File: src/sv/grdwf_pkg.sv
package grdwf_pkg;

  localparam int CORDIC_STAGES = 24;

  // Datapath widths
  localparam int CW        = 33;  // rotation x/y/z
  localparam int VW        = 34;  // vectoring x/y
  localparam int VZW       = 33;  // vectoring z
  localparam int SQ_OUT_W  = 31;
  localparam int SQ_IN_W   = 2 * SQ_OUT_W;
  localparam int SQ_REM_W  = SQ_OUT_W + 4;

  // Angle conversion constants
  localparam logic [31:0] PI_Q30   = 32'd3373259426;
  localparam logic [31:0] DIV_FULL = 32'd1800000000;
  localparam logic [31:0] DIV_HALF = 32'd3600000000;
  localparam logic [63:0] RCP_FULL_W = (64'd3373259426 << 32) / 64'd1800000000;
  localparam logic [63:0] RCP_HALF_W = (64'd3373259426 << 32) / 64'd3600000000;
  localparam logic [32:0] RCP_FULL = RCP_FULL_W[32:0];
  localparam logic [32:0] RCP_HALF = RCP_HALF_W[32:0];

  localparam logic signed [CW-1:0] GAIN_Q30 = 33'sd652032874;
  localparam logic signed [CW-1:0] ONE_Q30  = 33'sd1073741824;
  localparam logic [60:0]          ONE_Q60  = 61'h1000000000000000;

  localparam logic signed [30:0] LAT_LIMIT     = 31'sd900000000;
  localparam logic signed [33:0] LON_HALF_TURN = 34'sd1800000000;
  localparam logic signed [33:0] LON_TURN      = 34'sd3600000000;

  localparam logic [23:0] DIAMETER_M = 24'd12742000;
  localparam logic [24:0] DIST_CAP   = 25'd20015087;

  localparam logic [31:0] ATAN_TAB [32] = '{
    32'h3243F6A8, 32'h1DAC6705, 32'h0FADBAFC, 32'h07F56EA6, 32'h03FEAB76, 32'h01FFD55B,
    32'h00FFFAAA, 32'h007FFF55, 32'h003FFFEA, 32'h001FFFFD, 32'h000FFFFF, 32'h0007FFFF,
    32'h0003FFFF, 32'h0001FFFF, 32'h0000FFFF, 32'h00007FFF, 32'h00003FFF, 32'h00001FFF,
    32'h00000FFF, 32'h000007FF, 32'h000003FF, 32'h000001FF, 32'h000000FF, 32'h0000007F,
    32'h0000003F, 32'h0000001F, 32'h0000000F, 32'h00000008, 32'h00000004, 32'h00000002,
    32'h00000001, 32'h00000000
  };

  // Unit latencies
  localparam int LAT_RAD = 4;
  localparam int LAT_ROT = CORDIC_STAGES + 1;
  localparam int LAT_VEC = CORDIC_STAGES;
  localparam int L_CORE  = 2 + LAT_RAD + LAT_ROT + 1 + SQ_OUT_W + 3 + SQ_OUT_W + LAT_VEC + 2;

  // Configuration register map
  typedef enum logic [2:0] {
    CFG_REF_LAT  = 3'd0,
    CFG_REF_LON  = 3'd1,
    CFG_REF_DAY  = 3'd2,
    CFG_DAYS_BACK = 3'd3,
    CFG_MAX_DIST = 3'd4
  } cfg_reg_t;

  localparam logic [15:0] DAYS_BACK_RST = 16'd13;
  localparam logic [24:0] MAX_DIST_RST  = 25'd500000;

endpackage

File: src/sv/grdwf_rad.sv
// Angle magnitude in 1e-7 degree to Q1.30 radians (halved when half_i), rounded,
// by reciprocal multiply with a single correction step.
module grdwf_rad (
  input  logic               clk,
  input  logic               en,
  input  logic               half_i,
  input  logic signed [31:0] ang_i,
  output logic [30:0]        q_o
);

  logic [30:0] m_r;
  logic [62:0] mp_r;
  logic [63:0] mc_r;
  logic [63:0] n_r;
  logic [63:0] ed_r;
  logic [31:0] e0_r;
  logic [31:0] q_r;

  logic [31:0] dv;
  logic [32:0] rcp;
  logic [31:0] e0;
  logic [63:0] rem;
  logic [31:0] neg;

  assign dv  = half_i ? grdwf_pkg::DIV_HALF : grdwf_pkg::DIV_FULL;
  assign rcp = half_i ? grdwf_pkg::RCP_HALF : grdwf_pkg::RCP_FULL;
  assign neg = 32'(-ang_i);
  assign e0  = mc_r[63:32];
  assign rem = n_r - ed_r;

  always_ff @(posedge clk) begin
    if (en) begin
      m_r  <= ang_i[31] ? neg[30:0] : ang_i[30:0];
      mp_r <= 63'(m_r) * 63'(grdwf_pkg::PI_Q30);
      mc_r <= 64'(m_r) * 64'(rcp);
      n_r  <= 64'(mp_r) + 64'(dv >> 1);
      ed_r <= 64'(e0) * 64'(dv);
      e0_r <= e0;
      q_r  <= e0_r + 32'(rem >= 64'(dv));
    end
  end

  assign q_o = q_r[30:0];

endmodule

File: config.mk
export PLATFORM = sky130hd
export DESIGN_NAME = grdwf_rad
export DESIGN_NICKNAME = d
export VERILOG_FILES = /design/src/sv/grdwf_pkg.sv /design/src/sv/grdwf_rad.sv
export SDC_FILE = /design/constraint.sdc
export NUM_CORES = 2
export LEC_CHECK = 0
export BUFFER_PORTS_ARGS = -buffer_cell sky130_fd_sc_hd__buf_2
export CORE_ASPECT_RATIO = 0.6
export CORE_MARGIN = 2
export CORE_UTILIZATION = 35
export CTS_CLUSTER_SIZE = 16
export DETAILED_ROUTE_END_ITERATION = 6
export SETUP_SLACK_MARGIN = 0.02
export SLEW_MARGIN = 40
export SYNTH_ARGS = -nofsm -noshare
export SYNTH_HDL_FRONTEND = slang
export SYNTH_SLANG_ARGS = --single-unit
File: constraint.sdc
create_clock -name clk -period 10.6 [get_ports clk]
set_input_delay 0.53 -clock clk [delete_from_list [all_inputs] [get_ports clk]]
set_output_delay 0.53 -clock clk [all_outputs]
set_load 0.02 [all_outputs]
Word level (Yosys, flattened, before mapping)
Index checks and enable logic that the tools add are counted.

$add $sub $neg: 4. Mux-type cells: 3. $lt $le $gt $ge: 1. $mul: 3.

Operator list (count): $add A63 B31 Y64 (1); $ge A64 B32 Y1 (1); $mul A31 B33 Y64 (1); $mul A32 B32 Y64 (1); $sub A64 B64 Y64 (1); $mul A31 B31 Y62 const B (1); $mux W33 (1); $mux W32 (1); $add A31 B1 Y31 (1); $mux W31 (1); $neg A31 Y31 (1).

Bits in registers: 347. Word-level logic and storage cells: 18. Output and inout port bits: 31. Bits of input ports: 35.

Longest topological paths before layout
Depth in word-level cells: 3. Depth in mapped cells: 34. Gate-level depth less buffers: 33.

Worst setup path after synthesis
OpenSTA, ideal clock, no wires.

Kind: input-to-reg. Start point: input half_i. End point: register ed_r[61], data pin. Path buffers: 3. Arrival time: 8.237 ns. Setup slack: 2.224 ns. Library setup time: 0.139 ns. Data required time: 10.461 ns. Cell stages on the path: 26. Cell sequence: clkbuf_1 > inv_1 > clkbuf_1 > buf_1 > nor2_1 > fa_1 > inv_1 > fa_1 > inv_1 > fa_1 > fa_1 > fa_1 > fa_1 > fa_1 > ha_1 > ha_1 > a211o_1 > a21o_1 > o21ai_0 > a2111o_1 > a31oi_2 > a311o_1 > a21o_1 > a211o_1 > or4b_1 > nand4b_1.

Cells in the longest elaborated chain, start to end: 2.

RTL lines: start, declared (line grdwf_rad.sv:6) `input logic half_i,`; $mux W32 (line grdwf_rad.sv:25) `assign dv = half_i ? grdwf_pkg::DIV_HALF : grdwf_pkg::DIV_FULL;`; $mul A32 B32 Y64 (line grdwf_rad.sv:37) `ed_r <= 64'(e0) * 64'(dv);`; end signal, assigned (line grdwf_rad.sv:37); end, declared (line grdwf_rad.sv:15) `logic [63:0] ed_r;`.

No other way between the ends. A chain may end at the register's enable or synchronous reset.

Worst setup path after layout
Start point: input half_i. End point: register ed_r[62], data pin.

The elaborated chain is that of the path after synthesis.

==> impl_metrics.yaml <==
sta:
  fin_skew_ps: 62.72
  maxSlewViolCount: 0
  max_freq_ghz: 0.1076
  setup_tns_ps: 0
  hold_viol: 0
  rsz0062_at_grt: "false"
  fin_crit_sh_pct: 87.67
  relSlewSlack_pct: 41.53
  period_minus_slack_ps: 9293
  worstMarginPinSlew_ps: 875.4
  hold_ws_ps: 136.3
  finalSetupViolations: 0
setup_path:
  r2r-end: "mp_r[57]"
  worstPathMaxFanout: 29
  crit_slowest_cell: "clkinv_2"
  crit-reg2reg-launch: "m_r[5]"
  cp.arrival_ps: 9650
  r2r_slack_ps: 1410
  start_kind: "input port"
  ff2ff_path_depth: 26
  crit_type: "in2reg"
  cp.required_ps: 10960
  critical-path-max-stage-delay_ps: 620
  end_kind: "flop"
clocking:
  cts_resized: 0
  root_buffer: "clkbuf_16"
  cts_buffer_depth: 3
  cts_tree: "built"
  htree_num_levels: 2
  cts_inserted_buffers: 37
  cts.clk_slew.worst_paths_ps: 70
  ctsHoldBuffers: 0
  post_cts_buffers: 0
  insertion_delay_ps: 640
  cts_sinks: 305
logic_synthesis:
  synth_edf_count: 305
  syn_area_per_cell_um2: 10.23
  synth_cell_type_count: 76
  yosysSeqAreaShare_pct: 13.51
  synth.cell_area_mm2: 0.06778
  async_reset_ff_share_pct: 0
  synth-main-ff-cell: "edfxtp_1"
  yosys_warnings: 0
  ys_ff_latch: 305
  syn_inst: 6626
floorplan:
  core.rowCount: 125
  die_area_mm2: 0.1973
  io_pins: 66
  start_util_pct: 35.12
  core_mm2: 0.1930
  dieWidth_um: 572.1
  die_h_um: 344.9
routing:
  drt_first_pass_iters: 6
  drt_iter0_markers: 4410
  vias_per_cell: 4.936
  wirelength_um: 218700
  ant_nets: 0
  wl_per_cell_um: 23.05
  drc: 0
  num_vias: 46840
placement:
  port_buffers: 65
  place_hpwl_um: 197600
  place_congestion: 1.057
finish:
  drive_above_1_share_pct: 3.675
  syn_to_final_growth_pct: 8.418
  layout.nets: 9314
hold_path:
  whs_endpoint: "m_r[0]"
  hp-class: "in2reg"
  hold_start: "ang_i[0]"
  hold_depth: 1
grt:
  grt-ovfl-total: 0
  grt_util_all_layers_pct: 22.86
  grt_pass1_wl_um: 327500
  grt_pass1_vias: 49140
  grt_max_degree: 69
  grt_antenna_before_repair: 9
outcome:
  outcome: "finished clean"
flow_run:
  drv_cap: 0
## synth_stat cells (33+ instances only)
library cell,instances,share of area [%]
nand3_1,67,0.49
a21o_1,102,1.1
clkbuf_1,94,0.52
fa_1,1270,38
a21oi_1,204,1.5
o21ai_0,142,1.0
nand2_1,348,1.9
nor3_1,44,0.32
xor2_1,79,1.0
nor2_1,186,1.0
inv_1,1937,11
edfxtp_1,305,14
ha_1,1154,21
nand2b_1,33,0.30
xnor2_1,207,2.7
nand4_1,53,0.49
## layout make-up
type,count,area (um2)
Fill cell,19220,119500
Multi-Input combinational cell,4415,51490
Antenna cell,3,7.507
Inverter,1937,7272
Sequential cell,305,9159
Tap cell,2603,3257
Clock buffer,41,940.9
Timing Repair Buffer,159,1115
Clock inverter,27,246.5
## layer usage
layer  global-route usage, %  up-vias  routed length, um
met2                   27.21     1853              74070
met3                   11.03      118              31860
met1                   36.68    23770             110900
li1                        -    21100                  -
met4                   2.111        8               1823
met5                       0        -                 46
## layout by cell type (no fill, tap or decap), types with 7 or more instances in the layout
master     instances
nor2b_1           26
nor2_1           186
o21ai_0          140
a21o_1           102
ha_1            1154
o211ai_1          19
buf_4             83
o31ai_1           18
conb_1           139
xnor2_1          207
o21bai_1          27
nor3_1            44
and3_1            27
or2_2             11
nand2b_1          33
a211oi_1          23
o2111ai_1          7
xor2_1            79
buf_2             63
nand4_1           53
fa_1            1270
or3_1              8
and4_1            11
and2_1            20
o41ai_1            9
buf_6              9
inv_6              8
a21oi_1          204
a211o_1            7
edfxtp_1         305
a31oi_1           22
nand3_1           67
o21a_1            29
nor4_1            10
inv_1           1936
clkbuf_16         37
nand2_1          348
## through the flow
step | instances | utilization (%) | setup slack [ps] | area [um2]
5_1_grt | 9487 | 38.07 | 975.7 | 73480
2_1_floorplan | 6763 | - | 2224 | 68290
3_3_place_gp | 9410 | 37.38 | 1009 | 72150
3_5_place_dp | 9417 | 37.43 | 789.5 | 72240
4_1_cts | 9485 | 38.05 | 1462 | 73430
6_report | 9490 | 38.07 | 1307 | 73480
## worst max-delay path, delay by kind of cell
| family | cells | cell delay, ps |
|---|---|---|
| AND/OR/NAND/NOR | 3 | 920 |
| adder cells (fa/ha/maj) | 8 | 3610 |
| buffers and inverters | 9 | 1850 |
| XOR/XNOR | 1 | 160 |
| AO/OA/AOI/OAI | 9 | 2490 |
## logic make-up (layout without fill, tap and decap cells)
group                      after synthesis  after routing  share of synthesized area [%]
xor gates and xnor gates               286            286                          3.696
AOI/OAI and AO/OA                      692            692                          6.605
muxes                                    6              6                        0.09046
and+or+nand+nor                        868            868                          5.948
buffers and inverters                 2043           2164                          11.32
other                                    2            142                        0.01108
adders and majority gates             2424           2424                          58.81
DFF                                    305            305                          13.51
## registers in the layout, summed over array words and instances (netlist names)
signal and cells:
n_r 63, m_r 31, q_r 31, e0_r 31, ed_r 55, mp_r 62
mc_r 32
## worst max path at each step
stage / startpoint / to / slack [ps] / cells after the start
floorplan: half_i / ed_r[61] / 2220 / 26
global placement: half_i / mc_r[63] / 1010 / 27
detailed placement: half_i / mc_r[63] / 790 / 27
CTS: half_i / mc_r[63] / 1460 / 27
global route: half_i / ed_r[62] / 980 / 30
finish: half_i / ed_r[62] / 1310 / 30
Power is not shown: default switching activity piles up to over one toggle a cycle in this logic, so the estimate is an artifact.
