File: src/sv/grdwf_pkg.sv
package grdwf_pkg;

  localparam int CORDIC_STAGES = 24;

  // Datapath widths
  localparam int CW        = 33;  // rotation x/y/z
  localparam int VW        = 34;  // vectoring x/y
  localparam int VZW       = 33;  // vectoring z
  localparam int SQ_OUT_W  = 31;
  localparam int SQ_IN_W   = 2 * SQ_OUT_W;
  localparam int SQ_REM_W  = SQ_OUT_W + 4;

  // Angle conversion constants
  localparam logic [31:0] PI_Q30   = 32'd3373259426;
  localparam logic [31:0] DIV_FULL = 32'd1800000000;
  localparam logic [31:0] DIV_HALF = 32'd3600000000;
  localparam logic [63:0] RCP_FULL_W = (64'd3373259426 << 32) / 64'd1800000000;
  localparam logic [63:0] RCP_HALF_W = (64'd3373259426 << 32) / 64'd3600000000;
  localparam logic [32:0] RCP_FULL = RCP_FULL_W[32:0];
  localparam logic [32:0] RCP_HALF = RCP_HALF_W[32:0];

  localparam logic signed [CW-1:0] GAIN_Q30 = 33'sd652032874;
  localparam logic signed [CW-1:0] ONE_Q30  = 33'sd1073741824;
  localparam logic [60:0]          ONE_Q60  = 61'h1000000000000000;

  localparam logic signed [30:0] LAT_LIMIT     = 31'sd900000000;
  localparam logic signed [33:0] LON_HALF_TURN = 34'sd1800000000;
  localparam logic signed [33:0] LON_TURN      = 34'sd3600000000;

  localparam logic [23:0] DIAMETER_M = 24'd12742000;
  localparam logic [24:0] DIST_CAP   = 25'd20015087;

  localparam logic [31:0] ATAN_TAB [32] = '{
    32'h3243F6A8, 32'h1DAC6705, 32'h0FADBAFC, 32'h07F56EA6, 32'h03FEAB76, 32'h01FFD55B,
    32'h00FFFAAA, 32'h007FFF55, 32'h003FFFEA, 32'h001FFFFD, 32'h000FFFFF, 32'h0007FFFF,
    32'h0003FFFF, 32'h0001FFFF, 32'h0000FFFF, 32'h00007FFF, 32'h00003FFF, 32'h00001FFF,
    32'h00000FFF, 32'h000007FF, 32'h000003FF, 32'h000001FF, 32'h000000FF, 32'h0000007F,
    32'h0000003F, 32'h0000001F, 32'h0000000F, 32'h00000008, 32'h00000004, 32'h00000002,
    32'h00000001, 32'h00000000
  };

  // Unit latencies
  localparam int LAT_RAD = 4;
  localparam int LAT_ROT = CORDIC_STAGES + 1;
  localparam int LAT_VEC = CORDIC_STAGES;
  localparam int L_CORE  = 2 + LAT_RAD + LAT_ROT + 1 + SQ_OUT_W + 3 + SQ_OUT_W + LAT_VEC + 2;

  // Configuration register map
  typedef enum logic [2:0] {
    CFG_REF_LAT  = 3'd0,
    CFG_REF_LON  = 3'd1,
    CFG_REF_DAY  = 3'd2,
    CFG_DAYS_BACK = 3'd3,
    CFG_MAX_DIST = 3'd4
  } cfg_reg_t;

  localparam logic [15:0] DAYS_BACK_RST = 16'd13;
  localparam logic [24:0] MAX_DIST_RST  = 25'd500000;

endpackage

File: src/sv/grdwf_isqrt.sv
// Pipelined floor square root, one result bit per stage.
module grdwf_isqrt (
  input  logic                          clk,
  input  logic                          en,
  input  logic [grdwf_pkg::SQ_IN_W-1:0]  rad_i,
  output logic [grdwf_pkg::SQ_OUT_W-1:0] root_o
);

  localparam int N  = grdwf_pkg::SQ_OUT_W;
  localparam int IW = grdwf_pkg::SQ_IN_W;
  localparam int W  = grdwf_pkg::SQ_REM_W;

  logic [W-1:0]  rem_r  [N-1];
  logic [N-1:0]  root_r [N];
  logic [IW-1:0] rest_r [N-1];

  for (genvar k = 0; k < N; k++) begin : g_stage
    logic [W-1:0]  rem_p;
    logic [N-1:0]  root_p;
    logic [IW-1:0] rest_p;
    logic [W-1:0]  cur;
    logic [W-1:0]  trial;
    logic          fit;
    if (k == 0) begin : g_first
      assign rem_p  = '0;
      assign root_p = '0;
      assign rest_p = rad_i;
    end else begin : g_next
      assign rem_p  = rem_r[k-1];
      assign root_p = root_r[k-1];
      assign rest_p = rest_r[k-1];
    end
    assign cur   = {rem_p[W-3:0], rest_p[IW-1 -: 2]};
    assign trial = {{(W-N-2){1'b0}}, root_p, 2'b01};
    assign fit   = cur >= trial;

    always_ff @(posedge clk) begin
      if (en) begin
        root_r[k] <= {root_p[N-2:0], fit};
      end
    end

    if (k < N - 1) begin : g_carry
      always_ff @(posedge clk) begin
        if (en) begin
          rem_r[k]  <= fit ? cur - trial : cur;
          rest_r[k] <= {rest_p[IW-3:0], 2'b00};
        end
      end
    end
  end

  assign root_o = root_r[N-1];

endmodule

File: config.mk
export PLATFORM = sky130hd
export DESIGN_NAME = grdwf_isqrt
export DESIGN_NICKNAME = d
export VERILOG_FILES = /design/src/sv/grdwf_pkg.sv /design/src/sv/grdwf_isqrt.sv
export SDC_FILE = /design/constraint.sdc
export NUM_CORES = 2
export LEC_CHECK = 0
export BUFFER_PORTS_ARGS = -buffer_cell sky130_fd_sc_hd__buf_2
export CAP_MARGIN = 40
export CELL_PAD_IN_SITES_DETAIL_PLACEMENT = 1
export CELL_PAD_IN_SITES_GLOBAL_PLACEMENT = 1
export CORE_MARGIN = 5
export CORE_UTILIZATION = 55
export CTS_BUF_LIST = sky130_fd_sc_hd__clkbuf_2 sky130_fd_sc_hd__clkbuf_4 sky130_fd_sc_hd__clkbuf_8
export DETAILED_ROUTE_END_ITERATION = 7
export PLACE_DENSITY = 0.8
export SLEW_MARGIN = 10
export SYNTH_ARGS = -nofsm -noshare
export SYNTH_HDL_FRONTEND = slang
export SYNTH_SLANG_ARGS = --single-unit
File: constraint.sdc
create_clock -name clk -period 3.85 [get_ports clk]
set_input_delay 0 -clock clk [delete_from_list [all_inputs] [get_ports clk]]
set_output_delay 0 -clock clk [all_outputs]
set_load 0.01 [all_outputs]
# --- Yosys cells after proc, flatten, opt, wreduce, memory -nomap -nowiden ---
# Memories as Yosys holds them, arrays and structs flattened.
# Index checks and enable logic that the tools add are counted.
# Widths: inputs -> output; s select.
word_totals:
  register_bits: 0
  romBits: 0
  input_bits: 64
  latchBits: 0
  output_inout_bits: 31
  memories: 3
  ram_bits: 3811
  word_cells: 96
mem_list:
  columns: ["memory", "depth", "word_bits", "rd", "rd_ports_with_merged_regs", "write_ports", "line", "source"]
  rows:
  - ["rest_r", 30, 60, 30, 0, 30, "grdwf_isqrt.sv:15", "logic [IW-1:0] rest_r [N-1];"]
  - ["rem_r", 30, 35, 30, 0, 30, "grdwf_isqrt.sv:13", "logic [W-1:0] rem_r [N-1];"]
  - ["root_r", 31, 31, 31, 0, 31, "grdwf_isqrt.sv:14", "logic [N-1:0] root_r [N];"]
op_classes:
  multipliers: 0
  n_shift: 0
  eq_ne: 0
  bitwise_logic: 0
  n_addsub: 30
  reduce_logical: 0
  mux: 32
  div: 0
  magnitude_cmp: 31
op_table:
  columns: ["op", "n"]
  rows:
  - ["$ge 35x33->1", 30]
  - ["$mux 35", 30]
  - ["$sub 35x33->35", 29]
  - ["$sub 2x1->3 const B", 1]
  - ["$ge 2x1->1 const B", 1]
  - ["$mux 1", 2]

# --- Depth between registers and ports, before layout ---
# An unclocked memory read counts as a cell.
depth:
  ltp_word: 3
  mapped_depth: 14
  mapped_depth_nobuf: 12

# --- Least setup slack after synthesis ---
# No wires, ideal clock.
synth_path:
  kind: "register to register"
  startpoint: "memory rem_r[0][468] (netlist bit)"
  endpoint: "memory rem_r[0][518] (netlist bit), data pin"
  n_path_buf: 1
  setup_time_ps: 258
  stages_incl_launch_ff: 11
  t_arrival_ps: 3163
  setup_slack_ps: 430
  required_time_ps: 3592
  synth_period_minus_slack_ps: 3420
  cell_sequence: "edfxtp_1 ha_1 clkbuf_1 nand4_1 or4b_2 or4b_1 nand3_1 o21ai_1 a2111oi_2 nand3_1 xnor2_1"
synth_lines:
  columns: ["item", "line"]
  rows:
  - ["start: declaration", "grdwf_isqrt.sv:13"]

==> qor.txt <==
Max Root-Sink Buffers -> 4
Fin. Hold Viols -> 0
area of the multi-input gates -> 37000 um2
Startpoint Class -> flop
clock root buffer -> clkbuf_8
Largest stage delay, worst path -> 0.63 ns
setup ws final -> 0.124 ns
DR iter-0 viols -> 5428
worst vdd ir -> 0.577 mV
Tot Pwr -> 72500 uW
Skew-Pair Late Insertion Delay -> 1.07 ns
Post-Syn Area -> 111000 um2
dpl ws -> 0.0628 ns
number of max-cap violations -> 0
Synth cell types -> 92
non-filler cells, final -> 12301
fin area -> 125000 um2
height of the die -> 459 um
Pwr per Cell Area -> 579 nW/um2
Critical Path AT -> 4.52 ns
Remaining DRCs -> 0
critical path's most frequent cell -> a211oi_1
port bufs -> 94
Crit path max-delay family -> compound AO/OA/AOI/OAI gates
Tot GR Track Use -> 0.261
sequential area share after synthesis -> 0.640
Max FO, Critical Path -> 7
first-pass GRT wire length -> 437 mm
Synth area leaders -> edfxtp_1, ha_1, xor2_1, xnor2_1, o21ai_0
# IOs -> 95
WP buf/inv -> 2
YS warnings -> 0
Slowest-stage cell, CP -> a211oi_1
vias -> 71844
WL final -> 278 mm
Core Region -> 202000 um2
vias in the first global route -> 76802
DR pass1 iterations -> 7
Post-Syn Instances -> 8702
CTS Buf Count -> 405
Filler Cells Inserted -> 19764
Synth Net Count -> 9294
LEAKAGE -> 0.0480 uW
#FFs+latches synth -> 2367
DR WL/cell -> 22.6 um
max-slew violation count -> 0
chip width -> 459 um
Sequential Area -> 71100 um2
final setup fails -> 0
skew final -> 0.0727 ns
Synth top area share -> 0.640
Post-synth EDFFs -> 2367
Peak Freq -> 268 MHz
RePlAce Congestion -> 0.923
Final #Nets -> 9925
die area -> 211000 um2
CP Data Required Time -> 4.65 ns
Final ANT Viol Nets -> 0
critical path class -> flop to flop
initial antenna violation count -> 3
Final HPWL DP -> 195 mm
share of cells above drive strength 1 -> 0.109
Placed Cells -> 11468
Avg Vias per Cell -> 5.84
clock-pin slew of the registers on the worst-case setup and hold paths -> 0.06 ns
final setup TNS -> 0 ns
ys async rst share -> 0
Area growth, synth to finish -> 12.6%
synthesized area per cell -> 12.8 um2
GRT Residual Overflow -> 0
clock sink count -> 2367
prevailing post-synth register cell -> edfxtp_1
CP cell instances -> inv_1 > ha_1 > nor2b_1 > o21a_1 > o21ai_0 > a21oi_1 > a211oi_1 > a211oi_1 > a2111oi_2 > buf_4 > nand3b_1 > xnor2_1
biggest area consumer among synthesized cells -> edfxtp_1
RSZ-0062 raised after global routing -> yes
worst hold path type -> primary input to flop
Critical Path End Type -> flop
status -> complete, no violations
largest net degree at the start of global routing -> 124
H-tree depth -> 5
period utilization -> 0.968
initial core utilization -> 0.551
row count -> 165
min Tclk post-route -> 3.73 ns
Area after DPL -> 116000 um2
CTS tree -> yes
max_slew headroom -> 0.365
Slew @ Worst Pin -> 0.953 ns
[what timing repair did]
action / 4_1_cts / 5_1_grt
setup buffers: 0 / 3
pin swaps: 0 / 1
endpoints found under the hold margin: 2004 / 0
resized for setup: 1 / 11
setup endpoints to repair: 1 / 58
hold buffers: 126 / 0
[Yosys cell counts (all sizes together), types with 89 or more instances]
master     n
a21o     208
a21oi    494
clkbuf   161
edfxtp  2367
ha       528
inv      680
nand2    615
nand2b   102
nand3    152
nand4     94
nor2     514
nor2b     89
nor3     226
nor4     123
o21a     104
o21ai    534
or3      108
xnor2    361
xor2     390
[area by class of cell]
| type | instances | area share |
|---|---|---|
| flip-flops and latches | 2367 | 0.568 |
| multi-input cells | 5479 | 0.296 |
| clock buffers | 513 | 0.0511 |
| repair buffers | 400 | 0.0276 |
| well taps | 2672 | 0.0267 |
| inverters | 680 | 0.0204 |
| clock inverters | 185 | 0.0105 |
| diodes | 5 | 0.000100 |
[flip-flops by register name (all words and copies together), names as in the netlist]
register / count
root_r: 496
rem_r: 941
rest_r: 930
[where the power goes]
part / total, uW / switching [uW] / internal [uW]
sequential: 34800 / 2330 / 32400
combinational: 15400 / 9140 / 6250
clock: 22300 / 10300 / 12100
[through the flow]
stage | util | hold slack, ns
global route | 0.620 | 0.0648
floorplan | - | 0.0989
CTS | 0.620 | 0.00997
finish | 0.620 | 0.0928
detailed placement | 0.575 | 0.178
global placement | 0.575 | 0.176
[per-layer routing]
| layer | GRT usage | part of all wire | vias up |
|---|---|---|---|
| met1 | 0.321 | 0.40 | 35810 |
| met5 | 0 | 0.000047 | - |
| met3 | 0.0328 | 0.039 | 644 |
| met2 | 0.473 | 0.52 | 1833 |
| li1 | - | - | 33555 |
| met4 | 0.0956 | 0.037 | 2 |
[path summary, 6_finish.rpt]
check	startpoint	to	slack, ns	depth (start not counted)
worst max-delay path	root_r[0][403]	rem_r[0][514]	0.12	12
worst min-delay path	en	rest_r[0][97]	0.09	2
worst max register to register	root_r[0][403]	rem_r[0][514]	0.12	12
worst min register to register	rest_r[0][2]	rest_r[0][64]	0.37	0
[cells in the final DEF (no fill, tap or decap), types with 64 or more instances in the layout]
| cell | count |
|---|---|
| o21a_1 | 104 |
| nand2_1 | 615 |
| ha_1 | 526 |
| nor2b_1 | 89 |
| buf_4 | 151 |
| buf_2 | 93 |
| xnor2_1 | 361 |
| inv_1 | 679 |
| nand2b_1 | 102 |
| dlygate4sd3_1 | 126 |
| o31ai_1 | 64 |
| a21o_1 | 208 |
| edfxtp_1 | 2367 |
| nand4_1 | 94 |
| clkinv_1 | 102 |
| xor2_1 | 390 |
| a21oi_1 | 494 |
| clkbuf_8 | 407 |
| clkbuf_4 | 106 |
| nand3_1 | 151 |
| or3_1 | 107 |
| nor3_1 | 219 |
| nor4_1 | 118 |
| o21ai_0 | 530 |
| nor2_1 | 512 |
| mux2_2 | 69 |
[kinds of logic after synthesis]
kind of cell	count (synthesis)	share of synthesized area
AOI/OAI and AO/OA	1801	0.101
muxes	80	0.00798
and+or+nand+nor	2318	0.104
other	1	0.0000337
DFF	2367	0.640
adders and majority gates	528	0.0595
xor gates and xnor gates	751	0.0592
buffers and inverters	856	0.0290
(Power assumes the default switching activity.)
